**config.mk**
```make
export PLATFORM = sky130hd
export DESIGN_NAME = sbtr_queue
export DESIGN_NICKNAME = d
export VERILOG_FILES = /design/src/hdl/sbtr_pkg.sv /design/src/hdl/sbtr_queue.sv
export SDC_FILE = /design/constraint.sdc
export NUM_CORES = 1
export LEC_CHECK = 0
export BUFFER_PORTS_ARGS = -buffer_cell sky130_fd_sc_hd__buf_2
export CAP_MARGIN = 20
export CORE_MARGIN = 8
export CORE_UTILIZATION = 55
export CTS_CLUSTER_DIAMETER = 80
export DETAILED_ROUTE_END_ITERATION = 10
export PLACE_DENSITY = 0.88
export RECOVER_POWER = 25
export SETUP_SLACK_MARGIN = 0.3
export SYNTH_ARGS = -nofsm -noshare
export SYNTH_HDL_FRONTEND = slang
export SYNTH_SLANG_ARGS = --single-unit
```
**constraint.sdc**
```tcl
create_clock -name clk -period 6.55 [get_ports clk]
set_input_delay 1.31 -clock clk [delete_from_list [all_inputs] [get_ports clk]]
set_output_delay 1.31 -clock clk [all_outputs]
set_load 0.02 [all_outputs]
```
**src/hdl/sbtr_pkg.sv**
```systemverilog
// ============================================================================
// Scaled bitmap text renderer package
// Shared constants, register indexes, queue job type and back-end states.
// ============================================================================
package sbtr_pkg;

  // Defaults for the top-level parameters.
  localparam int GLYPH_COUNT_DEF = 256;
  localparam int GLYPH_ROWS_DEF  = 8;
  localparam int GLYPH_COLS_DEF  = 8;
  localparam int MAX_SCALE_DEF   = 4;
  localparam int QUEUE_DEPTH_DEF = 4;

  // Most spans that one character may produce.
  localparam int RESULT_LIMIT = 32;

  // Fixed field widths.
  localparam int COORD_W = 12;
  localparam int CHAR_W  = 8;
  localparam int ROW_W   = 3;
  localparam int BITS_W  = 8;
  localparam int SCALE_W = 3;
  localparam int PITCH_W = 14;
  localparam int WORD_W  = 32;
  localparam int PADDR_W = 4;

  // Character codes with special handling.
  localparam logic [CHAR_W-1:0] CH_CR = 8'd13;
  localparam logic [CHAR_W-1:0] CH_LF = 8'd10;

  // Operation codes of an input word.
  localparam logic OP_LOAD   = 1'b0;
  localparam logic OP_RENDER = 1'b1;

  // Configuration register indexes (byte address is 4 times the index).
  typedef enum logic [1:0] {
    REG_FRAME_BASE   = 2'd0,
    REG_LINE_PITCH   = 2'd1,
    REG_SCALE_FACTOR = 2'd2
  } reg_idx_t;

  typedef enum logic {
    JOB_LOAD,
    JOB_RENDER
  } job_kind_t;

  // One entry of the queue between front and back end.
  typedef struct packed {
    job_kind_t           kind;
    logic [CHAR_W-1:0]   char_code;
    logic [ROW_W-1:0]    glyph_row;
    logic [BITS_W-1:0]   glyph_bits;
    logic [COORD_W-1:0]  cursor_x;
    logic [COORD_W-1:0]  cursor_y;
    logic [WORD_W-1:0]   color;
    logic [SCALE_W-1:0]  scale;
    logic                blank;
  } job_t;

  typedef struct packed {
    logic full;
    logic empty;
  } q_status_t;

  typedef enum logic [1:0] {
    ST_IDLE,
    ST_MUL,
    ST_ADR,
    ST_RUN
  } back_state_t;

endpackage

```
**src/hdl/sbtr_queue.sv**
```systemverilog
// ============================================================================
// Job queue
// Short FIFO between the front end and the back end.
// ============================================================================
module sbtr_queue #(
  parameter int DEPTH = sbtr_pkg::QUEUE_DEPTH_DEF
) (
  input  logic                clk,
  input  logic                rst,
  input  logic                push,
  input  sbtr_pkg::job_t      push_job,
  input  logic                pop,
  output sbtr_pkg::job_t      head,
  output sbtr_pkg::q_status_t status
);

  localparam int AW = (DEPTH > 1) ? $clog2(DEPTH) : 1;
  localparam int CW = $clog2(DEPTH + 1);

  sbtr_pkg::job_t entries [DEPTH];
  logic [AW-1:0]  wr_ptr, rd_ptr;
  logic [CW-1:0]  count;

  function automatic logic [AW-1:0] bump(input logic [AW-1:0] p);
    return (p == AW'(DEPTH - 1)) ? '0 : p + AW'(1);
  endfunction

  assign head         = entries[rd_ptr];
  assign status.full  = count == CW'(DEPTH);
  assign status.empty = count == '0;

  always_ff @(posedge clk) begin
    if (push) begin
      entries[wr_ptr] <= push_job;
    end
  end

  always_ff @(posedge clk) begin
    if (rst) begin
      wr_ptr <= '0;
      rd_ptr <= '0;
      count  <= '0;
    end else begin
      if (push) begin
        wr_ptr <= bump(wr_ptr);
      end
      if (pop) begin
        rd_ptr <= bump(rd_ptr);
      end
      if (push && !pop) begin
        count <= count + CW'(1);
      end else if (pop && !push) begin
        count <= count - CW'(1);
      end
    end
  end

`ifndef SYNTH
  a_no_push_full: assert property (@(posedge clk) disable iff (rst)
    push |-> count < CW'(DEPTH))
    else $error("queue push while full");

  a_no_pop_empty: assert property (@(posedge clk) disable iff (rst)
    pop |-> count != '0)
    else $error("queue pop while empty");
`endif

endmodule

```
==> results of run 1 <==
-- synth_stat cells --
master    instances
mux2i_1           4
edfxtp_1        320
inv_1             4
buf_6             1
buf_12            8
buf_2             8
xor2_1            2
nor3b_1           2
fa_1              1
a21oi_1           2
o21ai_0           1
ha_1              6
nor2_1            7
mux4_2           80
dfxtp_1           9
buf_1             1
and2_1            4
or3_1             1
nor3_1            1
-- power groups by stage --
stage                     Sequential (mW)  Combinational, mW  Clock, mW
after floorplan                      2.48              0.295          0
after global placement               2.49              0.410          0
after detailed placement             2.50              0.422          0
after CTS                            2.46              0.425       1.86
after global routing                 2.46              0.447       1.95
final                                2.45              0.418       1.83
-- layout by cell type, fill, tap and decap left out, drive strengths merged --
master	instances
o21ai	1
a21oi	2
nor3	1
bufinv	3
clkinv	10
mux4	80
fa	1
and2	4
nor3b	2
edfxtp	320
nor2	7
or3	1
xor2	2
inv	5
ha	6
clkbuf	97
buf	120
clkinvlp	2
mux2i	4
dfxtp	9
-- how the worst max path moves through the flow --
stage | from | end | slack [ns]
floorplan | push | entries[0][0] | 2.93
global placement | flip-flop | head[47] | 3.12
detailed placement | flip-flop | head[47] | 3.12
CTS | flip-flop | head[55] | 2.57
global route | flip-flop | head[55] | 2.47
finish | flip-flop | head[55] | 2.67
-- layout make-up --
| class | count | area (um2) | share of cell area, % |
|---|---|---|---|
| sequential | 329 | 9800 | 69.4 |
| multi-input combinational | 111 | 2060 | 14.6 |
| clock buffer | 45 | 913 | 6.47 |
| timing repair buffer | 172 | 826 | 5.85 |
| tap | 280 | 350 | 2.48 |
| clock inverter | 16 | 156 | 1.11 |
| inverter | 4 | 15.0 | 0.106 |
-- per-layer routing --
layer,track usage (%),part of all wire [%]
met3,4.81,7.3
met5,0,0.046
met2,30.0,54
met1,18.4,37
met4,4.50,2.1
-- registers in the layout, summed over array words and instances, names as in the netlist, named ones only --
register / count
rd_ptr: 2
count: 3
entries: 320
wr_ptr: 2
-- worst register-to-register path, cell delays in order, from the launching register on --
cell and delay [ns]:
dfxtp_1 0.35, inv_1 0.09, ha_1 0.15, and2_4 0.31
buf_4 0.74
-- through the flow --
step / area, um2 / util, %
floorplan: 12100 / -
global placement: 13100 / 60.4
detailed placement: 13100 / 60.4
CTS: 14200 / 65.3
global route: 14100 / 65.1
finish: 14100 / 65.1
-- cells by family after synthesis --
| logic type | count (synthesis) |
|---|---|
| xor gates and xnor gates | 2 |
| muxes | 84 |
| DFF | 329 |
| and+or+nand+nor | 15 |
| adders and majority gates | 7 |
| AOI/OAI and AO/OA | 3 |
| buffers and inverters | 22 |
==> impl_results.md, run 1 <==
- Initial Util: 55.6%
- DP Worst Slack: 3.12 ns
- Slowest stage delay, CP: 0.67 ns
- # fillers: 1419
- Critical Path RT: 5.24 ns
- DRT antenna net count: 0
- Drt total wl: 22000 um
- Core area: 21700 um2
- Seq pwr share: 52.2%
- Hold-critical path depth: 2
- Sw power: 1.01 mW
- First-pass GRT wire length: 33400 um
- Number of global-route vias before repair: 5969
- Clk buf depth: 3
- Mapped Nets: 553
- Final hold viol count: 0
- Status: finished clean
- CTS tree: done
- Via Count: 5378
- Initial drt markers: 404
- CP Max Fanout: 29
- Mapped Area: 12100 um2
- Placer Congestion: 0.714
- WL/cell: 22.9 um
- Inst Count DP: 895
- Post-CTS Setup Bufs: 0
- 1st-pass router iterations: 4
- Final Power: 4.69 mW
- F_max: 258 MHz
- Maximum vdd ir drop: 0.276 mV
- Total track usage: 16.4%
- Post-synthesis compound-gate area fraction: 0.124%
- Skew final: 0.0161 ns
- Die X-Extent: 164 um
- CP bufs+invs: 2
- Hold WS: 0.548 ns
- Cell family with most CP delay: buffers and inverters
- Worst-Margin Slew: 0.944 ns
- Row cnt: 54
- PortBufs: 165
- Vias per std cell: 5.62
- Antenna cells: 0
- Maxcap violations: 0
- Worst-Skew Late Latency: 0.49 ns
- PostCTS Resize Cnt: 0
- Fin. max-slew vios: 0
- Synth Register Bits: 329
- Number of warnings issued by yosys: 0
- Max_slew headroom: 37.1%
- Final setup margin: 2.67 ns
- Share of total power in combinational logic: 8.9%
- Clock Pin Slew Worst Setup and Hold Paths: 0.06 ns
- Largest cells by area after synthesis: edfxtp_1, mux4_2, dfxtp_1
- Share of post-route cells with drive strength above 1: 37.1%
- Reg2reg end: entries[0][37]
- Critical-path cell list: buf_4 > mux4_2 > buf_2
- Worst min path class: flip-flop to flip-flop
- Min cycle time layout: 3.88 ns
- Pwr/cell area: 333 nW/um2
- Seq/Total Area, Yosys: 81.1%
- Critical register-to-register path startpoint: wr_ptr[0]
- CTS Hold Bufs: 0
- Largest net degree at the start of global routing: 81
- Post-Synth Adder-Cell Area: 0.788%
- Average cell area after synthesis: 26.1 um2
- Yosys cell types: 19
- Synth area leader: edfxtp_1
- Crit Path Class: flip-flop to output port
- Critical path depth: 3
- Htree depth: 2
- Clock Sinks: 329
- DP Wirelength: 13400 um
- Clock network power share: 38.9%
- Die ar.: 26900 um2
- Drt drc: 0
- Total gr overflow: 0
- Worst Hold End: count[2]
- Initial antenna violation count: 1
- RSZ-0062 raised after global routing: no
- Crit end category: output port
- Critical path launch point type: flip-flop
- Synth Instances: 462
- Die height: 164 um
- Mux contribution to synthesized area: 15.3%
- Final TNS setup: 0 ns
- Num CTS Buffers: 34
- Fin crit share: 59.2%
- Final setup vio count: 0
- Synth-to-Final Area Change: 17.0%
- Fin nets: 743
- Int Pwr: 3.68 mW
- Xor/xnor cell area share of the yosys netlist: 0.145%
- Switching fraction of total power: 21.6%
- Slowest CP cell: dfxtp_4
- IO Pins: 166
- Synth Area in Simple Gates: 0.643%
- R2R Setup Slk: 4.40 ns
- Leak pwr: 4.66 nW
- Largest family of logic cells by synthesized area: multiplexers
- Critical Path AT: 2.57 ns
- Reg2reg path depth: 4
- Hold wc startpoint: count[2]
- Post-synth top area share: 79.6%
- Finished Layout Cells: 957
- CTS root buffer: clkbuf_16
Power figures use the tool's default switching activity.
==> inputs of run 2 (changes only) <==
Clock period 6.55 ns to 3.8 ns, I/O delays scaled along.
==> run 2 against run 1 <==
Wire length fell by 0.16%. Via count decreased by 0.87%. Total power grew 71%. Critical path depth is the same. Sequential share of layout area down 0.15 points. Global-route usage decreased by 0.24 points. Largest cell class unchanged.
==> impl_results.md, run 2 (synthesized netlist as in run 1, its figures left out) <==
- Status: finished clean
- Final setup vio count: 0
- Worst min path class: input pin to flip-flop
- DP Wirelength: 13700 um
- Fin. max-slew vios: 0
- Final hold viol count: 0
- Fin nets: 740
- Pwr/cell area: 567 nW/um2
- Multi-input gate area: 2060 um2
- Total track usage: 16.2%
- Die ar.: 26900 um2
- Core area: 21700 um2
- Placer Congestion: 0.679
- Hold wc startpoint: push_job[20]
- Vias per std cell: 5.60
- 1st-pass router iterations: 4
- Fin crit share: 82.1%
- Commonest non-fill, non-tap cell in the layout: edfxtp_1
- CTS tree: done
- Number of global-route vias before repair: 5961
- Final TNS setup: 0 ns
- Initial Util: 55.6%
- PortBufs: 165
- RSZ-0062 raised after global routing: no
- Crit Path Class: flip-flop to output port
- WL/cell: 23.0 um
- Final instance area: 14100 um2
- Biggest register: entries
- Num CTS Buffers: 31
- Via Count: 5331
- Maximum vdd ir drop: 0.382 mV
- Critical Path RT: 3.04 ns
- Synth-to-Final Area Change: 17.2%
- F_max: 320 MHz
- IO Pins: 166
- Top flop regs: entries (320), count (3)
- Maxcap violations: 0
- Worst-Margin Slew: 0.643 ns
- PostCTS Resize Cnt: 0
- Crit end category: output port
- Skew final: 0.0108 ns
- Clock Pin Slew Worst Setup and Hold Paths: 0.06 ns
- Min cycle time layout: 3.12 ns
- Most frequent cells in the layout: edfxtp_1, buf_2, mux4_2
- CTS root buffer: clkbuf_16
- Htree depth: 1
- Critical register-to-register path startpoint: wr_ptr[0]
- Initial antenna violation count: 2
- Die X-Extent: 164 um
- Drt total wl: 21900 um
- Die height: 164 um
- Register area: 9800 um2
- CTS Hold Bufs: 0
- Final setup margin: 0.680 ns
- DP Worst Slack: 1.19 ns
- Dpl cell area: 13200 um2
- Critical Path AT: 2.36 ns
- Post-CTS Setup Bufs: 0
- Worst-Skew Late Latency: 0.54 ns
- Initial drt markers: 315
- Largest net degree at the start of global routing: 50
- DRT antenna net count: 0
- Largest register FFs: 320
- Row cnt: 54
- CP Max Fanout: 28
- Clk buf depth: 3
- Drt drc: 0
- # fillers: 1399
- Critical path launch point type: flip-flop
- Clock Sinks: 329
- Leak pwr: 4.66 nW
- Total gr overflow: 0
- Max_slew headroom: 57.1%
- First-pass GRT wire length: 33500 um
- Share of post-route cells with drive strength above 1: 37.6%
==> run 2: power by group <==
| part | internal [mW] | leakage (nW) | switching [mW] |
|---|---|---|---|
| logic | 0.299 | 1.14 | 0.434 |
| clock network | 1.82 | 0.500 | 1.24 |
| registers | 4.16 | 3.01 | 0.0673 |
==> run 2: through the flow <==
step	power [mW]	hold slack (ns)	cells	utilization [%]
4_1_cts	8.11	0.413	951	65.5
3_5_place_dp	5.06	0.521	896	60.8
6_report	8.02	0.442	952	65.2
5_1_grt	8.28	0.436	952	65.2
2_1_floorplan	4.78	0.460	462	-
3_3_place_gp	5.02	0.478	896	60.8
==> run 2: critical path, cell delays in order, from the launching register on <==
cell and delay (ns):
dfxtp_4 0.72, buf_12 0.30, mux4_2 0.56, buf_2 0.18
==> run 2: per-layer routing <==
metal  global-route usage [%]  wire length [um]
met5                        0                13
met3                     3.81              1310
met2                     28.3             11600
met4                     4.13               372
met1                     20.1              8650
==> run 2: area by class of cell <==
type,count,share of cell area (%)
clock buffer,33,5.54
antenna,1,0.0177
multi-input combinational,111,14.5
timing repair buffer,172,6.36
inverter,4,0.106
tap,280,2.48
clock inverter,22,1.70
sequential,329,69.3
==> run 2: path summary, 6_finish.rpt <==
check	endpoint	slack (ns)	cells after the start
worst min-delay path	entries[0][20]	0.44	1
worst max register to register	entries[0][50]	1.92	4
worst max-delay path	head[46]	0.68	3
worst min register to register	flip-flop	0.53	2
