==> src/hdl/sbtr_pkg.sv <==
// ============================================================================
// Scaled bitmap text renderer package
// Shared constants, register indexes, queue job type and back-end states.
// ============================================================================
package sbtr_pkg;

  // Defaults for the top-level parameters.
  localparam int GLYPH_COUNT_DEF = 256;
  localparam int GLYPH_ROWS_DEF  = 8;
  localparam int GLYPH_COLS_DEF  = 8;
  localparam int MAX_SCALE_DEF   = 4;
  localparam int QUEUE_DEPTH_DEF = 4;

  // Most spans that one character may produce.
  localparam int RESULT_LIMIT = 32;

  // Fixed field widths.
  localparam int COORD_W = 12;
  localparam int CHAR_W  = 8;
  localparam int ROW_W   = 3;
  localparam int BITS_W  = 8;
  localparam int SCALE_W = 3;
  localparam int PITCH_W = 14;
  localparam int WORD_W  = 32;
  localparam int PADDR_W = 4;

  // Character codes with special handling.
  localparam logic [CHAR_W-1:0] CH_CR = 8'd13;
  localparam logic [CHAR_W-1:0] CH_LF = 8'd10;

  // Operation codes of an input word.
  localparam logic OP_LOAD   = 1'b0;
  localparam logic OP_RENDER = 1'b1;

  // Configuration register indexes (byte address is 4 times the index).
  typedef enum logic [1:0] {
    REG_FRAME_BASE   = 2'd0,
    REG_LINE_PITCH   = 2'd1,
    REG_SCALE_FACTOR = 2'd2
  } reg_idx_t;

  typedef enum logic {
    JOB_LOAD,
    JOB_RENDER
  } job_kind_t;

  // One entry of the queue between front and back end.
  typedef struct packed {
    job_kind_t           kind;
    logic [CHAR_W-1:0]   char_code;
    logic [ROW_W-1:0]    glyph_row;
    logic [BITS_W-1:0]   glyph_bits;
    logic [COORD_W-1:0]  cursor_x;
    logic [COORD_W-1:0]  cursor_y;
    logic [WORD_W-1:0]   color;
    logic [SCALE_W-1:0]  scale;
    logic                blank;
  } job_t;

  typedef struct packed {
    logic full;
    logic empty;
  } q_status_t;

  typedef enum logic [1:0] {
    ST_IDLE,
    ST_MUL,
    ST_ADR,
    ST_RUN
  } back_state_t;

endpackage

==> src/hdl/sbtr_in_if.sv <==
// ============================================================================
// Character input channel
// Valid/ready channel carrying one glyph-load or render word.
// ============================================================================
interface sbtr_in_if;
  logic        valid;
  logic        ready;
  logic        operation;
  logic [7:0]  char_code;
  logic [2:0]  glyph_row;
  logic [7:0]  glyph_bits;
  logic        start_flag;
  logic [11:0] origin_x;
  logic [11:0] origin_y;
  logic [31:0] color;

  modport source (
    output valid, operation, char_code, glyph_row, glyph_bits, start_flag,
           origin_x, origin_y, color,
    input  ready
  );

  modport sink (
    input  valid, operation, char_code, glyph_row, glyph_bits, start_flag,
           origin_x, origin_y, color,
    output ready
  );
endinterface

==> src/hdl/sbtr_front.sv <==
// ============================================================================
// Text renderer front end
// Accepts input words, tracks the cursor and queues glyph loads and renders.
// ============================================================================
module sbtr_front #(
  parameter int GLYPH_COUNT = sbtr_pkg::GLYPH_COUNT_DEF,
  parameter int GLYPH_ROWS  = sbtr_pkg::GLYPH_ROWS_DEF,
  parameter int GLYPH_COLS  = sbtr_pkg::GLYPH_COLS_DEF,
  parameter int MAX_SCALE   = sbtr_pkg::MAX_SCALE_DEF
) (
  input  logic                            clk,
  input  logic                            rst,
  sbtr_in_if.sink                         chars,
  input  logic [sbtr_pkg::SCALE_W-1:0]    scale_factor,
  input  sbtr_pkg::q_status_t             q_status,
  output logic                            push,
  output sbtr_pkg::job_t                  push_job
);

  // Largest scale that keeps a character within the span limit.
  localparam int ROW_CAP   = sbtr_pkg::RESULT_LIMIT / GLYPH_ROWS;
  localparam int SCALE_CAP = (MAX_SCALE < ROW_CAP) ? MAX_SCALE : ROW_CAP;

  logic [sbtr_pkg::COORD_W-1:0] cursor_x, cursor_x_next;
  logic [sbtr_pkg::COORD_W-1:0] cursor_y, cursor_y_next;
  logic [sbtr_pkg::COORD_W-1:0] line_origin_x, line_origin_x_next;
  logic [sbtr_pkg::COORD_W-1:0] cx0, cy0, lox0;
  logic [sbtr_pkg::COORD_W-1:0] col_step, row_step;
  logic [sbtr_pkg::SCALE_W-1:0] scale;
  logic                         accept;
  logic                         is_cr, is_lf, glyph_ok, load_ok;

  assign chars.ready = !q_status.full;
  assign accept      = chars.valid && chars.ready;

  // Effective scale: zero acts as one, large values are clamped.
  always_comb begin
    if (scale_factor == '0) begin
      scale = sbtr_pkg::SCALE_W'(1);
    end else if (scale_factor > sbtr_pkg::SCALE_W'(SCALE_CAP)) begin
      scale = sbtr_pkg::SCALE_W'(SCALE_CAP);
    end else begin
      scale = scale_factor;
    end
  end

  assign col_step = sbtr_pkg::COORD_W'(GLYPH_COLS * int'(scale));
  assign row_step = sbtr_pkg::COORD_W'(GLYPH_ROWS * int'(scale));

  assign is_cr    = chars.char_code == sbtr_pkg::CH_CR;
  assign is_lf    = chars.char_code == sbtr_pkg::CH_LF;
  assign glyph_ok = int'(chars.char_code) < GLYPH_COUNT;
  assign load_ok  = glyph_ok && (int'(chars.glyph_row) < GLYPH_ROWS);

  assign cx0  = chars.start_flag ? chars.origin_x : cursor_x;
  assign cy0  = chars.start_flag ? chars.origin_y : cursor_y;
  assign lox0 = chars.start_flag ? chars.origin_x : line_origin_x;

  always_comb begin
    cursor_x_next      = cursor_x;
    cursor_y_next      = cursor_y;
    line_origin_x_next = line_origin_x;
    push               = 1'b0;
    if (accept) begin
      if (chars.operation == sbtr_pkg::OP_LOAD) begin
        push = load_ok;
      end else begin
        line_origin_x_next = lox0;
        cursor_y_next      = cy0;
        if (is_cr) begin
          cursor_x_next = lox0;
        end else if (is_lf) begin
          cursor_x_next = lox0;
          cursor_y_next = cy0 + row_step;
        end else begin
          cursor_x_next = cx0 + col_step;
          push          = 1'b1;
        end
      end
    end
  end

  always_comb begin
    push_job.kind       = (chars.operation == sbtr_pkg::OP_LOAD) ?
                          sbtr_pkg::JOB_LOAD : sbtr_pkg::JOB_RENDER;
    push_job.char_code  = chars.char_code;
    push_job.glyph_row  = chars.glyph_row;
    push_job.glyph_bits = chars.glyph_bits;
    push_job.cursor_x   = cx0;
    push_job.cursor_y   = cy0;
    push_job.color      = chars.color;
    push_job.scale      = scale;
    push_job.blank      = !glyph_ok;
  end

  always_ff @(posedge clk) begin
    if (rst) begin
      cursor_x      <= '0;
      cursor_y      <= '0;
      line_origin_x <= '0;
    end else begin
      cursor_x      <= cursor_x_next;
      cursor_y      <= cursor_y_next;
      line_origin_x <= line_origin_x_next;
    end
  end

endmodule

==> src/flat_wrapper.sv <==
// flat-port wrapper written by rule: the top's interface ports become plain ports
module sbtr_front_flat 
#(
  parameter int GLYPH_COUNT = sbtr_pkg::GLYPH_COUNT_DEF,
  parameter int GLYPH_ROWS  = sbtr_pkg::GLYPH_ROWS_DEF,
  parameter int GLYPH_COLS  = sbtr_pkg::GLYPH_COLS_DEF,
  parameter int MAX_SCALE   = sbtr_pkg::MAX_SCALE_DEF
)
  (clk, rst, scale_factor, q_status, push, push_job, chars_valid, chars_operation, chars_char_code, chars_glyph_row, chars_glyph_bits, chars_start_flag, chars_origin_x, chars_origin_y, chars_color, chars_ready);
  sbtr_in_if chars_i ();
  input  logic clk;
  input  logic rst;
  input  logic [sbtr_pkg::SCALE_W-1:0] scale_factor;
  input  sbtr_pkg::q_status_t q_status;
  output logic push;
  output sbtr_pkg::job_t push_job;
  input wire logic [$bits(chars_i.valid)-1:0] chars_valid;
  input wire logic [$bits(chars_i.operation)-1:0] chars_operation;
  input wire logic [$bits(chars_i.char_code)-1:0] chars_char_code;
  input wire logic [$bits(chars_i.glyph_row)-1:0] chars_glyph_row;
  input wire logic [$bits(chars_i.glyph_bits)-1:0] chars_glyph_bits;
  input wire logic [$bits(chars_i.start_flag)-1:0] chars_start_flag;
  input wire logic [$bits(chars_i.origin_x)-1:0] chars_origin_x;
  input wire logic [$bits(chars_i.origin_y)-1:0] chars_origin_y;
  input wire logic [$bits(chars_i.color)-1:0] chars_color;
  output wire logic [$bits(chars_i.ready)-1:0] chars_ready;
  assign chars_i.valid = chars_valid;
  assign chars_i.operation = chars_operation;
  assign chars_i.char_code = chars_char_code;
  assign chars_i.glyph_row = chars_glyph_row;
  assign chars_i.glyph_bits = chars_glyph_bits;
  assign chars_i.start_flag = chars_start_flag;
  assign chars_i.origin_x = chars_origin_x;
  assign chars_i.origin_y = chars_origin_y;
  assign chars_i.color = chars_color;
  assign chars_ready = chars_i.ready;
  sbtr_front #(.GLYPH_COUNT(GLYPH_COUNT), .GLYPH_ROWS(GLYPH_ROWS), .GLYPH_COLS(GLYPH_COLS), .MAX_SCALE(MAX_SCALE)) u_core (.clk(clk), .rst(rst), .chars(chars_i), .scale_factor(scale_factor), .q_status(q_status), .push(push), .push_job(push_job));
endmodule
==> config.mk <==
export PLATFORM = sky130hd
export DESIGN_NAME = sbtr_front_flat
export DESIGN_NICKNAME = d
export VERILOG_FILES = /design/src/hdl/sbtr_pkg.sv /design/src/hdl/sbtr_in_if.sv /design/src/hdl/sbtr_front.sv /design/src/flat_wrapper.sv
export SDC_FILE = /design/constraint.sdc
export NUM_CORES = 1
export LEC_CHECK = 0
export BUFFER_PORTS_ARGS = -buffer_cell sky130_fd_sc_hd__buf_2
export CAP_MARGIN = 15
export CORE_UTILIZATION = 40
export CTS_BUF_LIST = sky130_fd_sc_hd__clkbuf_2 sky130_fd_sc_hd__clkbuf_4 sky130_fd_sc_hd__clkbuf_8
export DETAILED_ROUTE_END_ITERATION = 10
export PLACE_DENSITY = 0.86
export SETUP_SLACK_MARGIN = 0.1
export SYNTH_ARGS = -nofsm -noshare
export SYNTH_HDL_FRONTEND = slang
export SYNTH_SLANG_ARGS = --single-unit
==> constraint.sdc <==
create_clock -name clk -period 3 [get_ports clk]
set_input_delay 0.15 -clock clk [delete_from_list [all_inputs] [get_ports clk]]
set_output_delay 0.15 -clock clk [all_outputs]
set_load 0.005 [all_outputs]
==> out/summary.txt <==
clock root buffer - clkbuf_8
Slew HR - 47.66%
status - completed
wire per inst - 15.05 µm
share of synthesized registers carrying an async set or reset - 0%
die width - 85.69 µm
Num CTS Buffers - 5
total track usage - 19.87%
io pins - 167
Post-Route WL - 7.193 mm
Cell Rows - 30
CTS tree - built
cell area power density - 400.8 mW/mm²
number of synthesized flops with an enable pin - 0
Final setup viols - 0
# DRC - 0
Antenna Cells - 0
CP Max Fanout - 3
post-CTS setup buffer count - 0
worst vdd ir - 0.2319 mV
Layout area overhead - 6.878%
Design Area, Final - 0.002994 mm²
ys flop type - dfxtp_1
Fin Clk Skew - 0.006688 ns
largest net degree at the start of global routing - 32
CP peak stage delay - 0.47 ns
post-DR vias/cell - 5.393
Setup crit end kind - flip-flop
Yosys warning total - 0
gr ovfl total - 0
first-pass GRT wire length - 11.39 mm
die height - 85.69 µm
vias in the first global route - 2524
GP Congestion - 0.8767
Slowest-stage cell, CP - fa_1
sequential-to-total area share from yosys stat - 25.73%
CTS clk-pin slew, worst paths - 0.08 ns
number of routed nets with antenna violations - 0
CP cell instances - inv_1 > o21ai_0 > inv_1 > fa_1 > nor2b_1 > o221ai_2 > or4_1 > a311oi_1 > nor3_1
max_cap viols - 0
antenna violations before repair - 0
crit path kind - flip-flop to flip-flop
NumNets Final - 472
Tcrit/Tclk final - 85.33%
initial detailed-routing violation count - 72
H-tree Lvls - 2
RSZ-0062 raised after global routing - no
WP data arrival - 2.74 ns
Hold WC Path Type - input pin to flip-flop
CP Launch Type - flip-flop
Post-Syn Instances - 360
Initial Utilization - 41.23%
Worst path most repeated cell - inv_1
hpwl dp - 5.234 mm
Synth cell types - 52
Net Count, Synth - 451
clk_lat worst skew - 0.30 ns
Die Area - 0.007342 mm²
routed vias - 2578
post-CTS sizing - 0
placed inst area - 0.002883 mm²
FF+latch count, synth - 36
P_leak - 1.355 nW
setup tns final - 0 ns
fmax - 390.6 MHz
WP data required - 3.18 ns
Mapped Area - 0.002801 mm²
Hold-fix buffers, CTS - 0
CTS Sinks - 36
Port Buffer Count - 78
layout cell share with drive strength beyond 1 - 30.37%
Worst Max-Slew Pin Slew - 0.7828 ns
Final Critical Period - 2.560 ns
DRT Pass-1 Iters - 4
syn avg cell area - 7.782 µm²
Max clock buf depth - 2
Hold Vio Cnt, Final - 0
Final Max Slew Viols - 0
Core Area - 0.006794 mm²
## cell type report
class / instances / area, µm²
clock inverter: 2 / 35.03
fill: 684 / 3800
sequential: 36 / 720.7
tap: 96 / 120.1
multi-input combinational: 232 / 1516
inverter: 20 / 75.07
timing repair buffer: 86 / 450.4
clock buffer: 6 / 76.32
## routing by layer
metal	part of all wire [%]	track usage, %	vias up	wire length [µm]
met5	0	0	-	0
met4	2.6	8.788	0	187
met3	6.2	5.390	23	449
met2	49	35.85	91	3527
met1	42	21.76	1218	3029
li1	-	-	1246	-
## synth_stat cells, drive strengths merged (2+ instances only)
library cell	number	area, µm²
o21ai	20	100.1
nand3	9	45.04
o2111ai	2	17.52
nand2b	3	18.77
o211ai	5	37.54
and3b	2	17.52
nor3	8	40.04
mux2i	11	113.9
or4	3	22.52
nand2	39	146.4
and3	5	31.28
a311o	4	40.04
buf	60	444.2
ha	5	62.56
dfxtp	36	720.7
a21oi	31	155.2
and2	4	25.02
mux2	16	187.7
inv	19	71.31
or3	3	18.77
clkbuf	12	45.04
a31oi	3	18.77
nand4	5	31.28
xnor2	5	43.79
nor2	22	82.58
and4	3	26.28
nor2b	2	12.51
a211oi	5	37.54
## report_power, final
group	switching (W)	internal [W]
clock network	0.000192	0.000256
registers	0.00000993	0.000494
logic	0.000139	0.000110
total	0.000340	0.000860
## cell usage in the layout, fill, tap and decap left out, types with 2 or more instances in the layout
cell and instances:
and2_1 4, buf_2 78, and3b_1 2, mux2i_1 10, dfxtp_1 36, a31oi_1 3
nor2_1 22, nor2b_1 2, mux2_4 2, o2111ai_1 2, nor3_1 8, buf_4 8
a211oi_1 5, or3_1 3, ha_1 5, and4_1 3, o21ai_0 20, clkbuf_8 5
and3_1 5, nand2_1 39, mux2_2 14, nand3_1 9, a311o_1 4, nand4_1 5
or4_1 3, nand2b_1 3, xnor2_1 5, a21oi_1 31, inv_1 18, o211ai_1 5
## worst max-delay path: cells and delay by family (launching register included)
kind	cells	cell delay, ns
fa+ha+maj	1	0.47
buf+inv	2	0.16
compound gates	3	0.78
simple gates	3	0.70
flops	1	0.34
## cells by family (layout without fill, tap and decap cells)
group / Yosys count / count (layout) / synth area share [%]
flops: 36 / 36 / 25.73
fa+ha+maj: 6 / 6 / 2.948
mux: 27 / 27 / 10.76
simple gates: 111 / 111 / 19.92
compound gates: 81 / 81 / 18.49
buf+inv: 92 / 114 / 20.14
xor+xnor: 6 / 6 / 1.876
other cells: 1 / 1 / 0.1339
## flip-flops by register name (all words and copies together), names as in the netlist
signal	count
u_core.line_origin_x	12
u_core.cursor_x	12
u_core.cursor_y	12
## per-stage QoR
stage	hold slack, ns	setup WS (ns)	std cells	total power, W	util [%]
floorplan	0.2860	0.2215	360	0.0007182	-
global placement	0.3000	0.5155	470	0.0007513	42.43
detailed placement	0.3000	0.4031	470	0.0007624	42.43
CTS	0.09824	0.4657	478	0.001208	44.07
global route	0.1071	0.2244	478	0.001264	44.07
finish	0.1070	0.4400	478	0.001200	44.07
## final timing paths
| check | startpoint | to | slack [ns] | cells past startpoint |
|---|---|---|---|---|
| setup / recovery | u_core.cursor_x[4]$_SDFFE_PP0P_ | u_core.cursor_x[11]$_SDFFE_PP0P_ | 0.44 | 9 |
| setup reg to reg | u_core.cursor_x[4]$_SDFFE_PP0P_ | u_core.cursor_x[11]$_SDFFE_PP0P_ | 0.44 | 9 |
| hold reg to reg | u_core.line_origin_x[2]$_SDFFE_PP0P_ | u_core.line_origin_x[2]$_SDFFE_PP0P_ | 0.45 | 2 |
| hold / removal | chars_origin_x[0] | u_core.line_origin_x[0]$_SDFFE_PP0P_ | 0.11 | 3 |
Note: power is estimated with default switching activity, not from simulation.
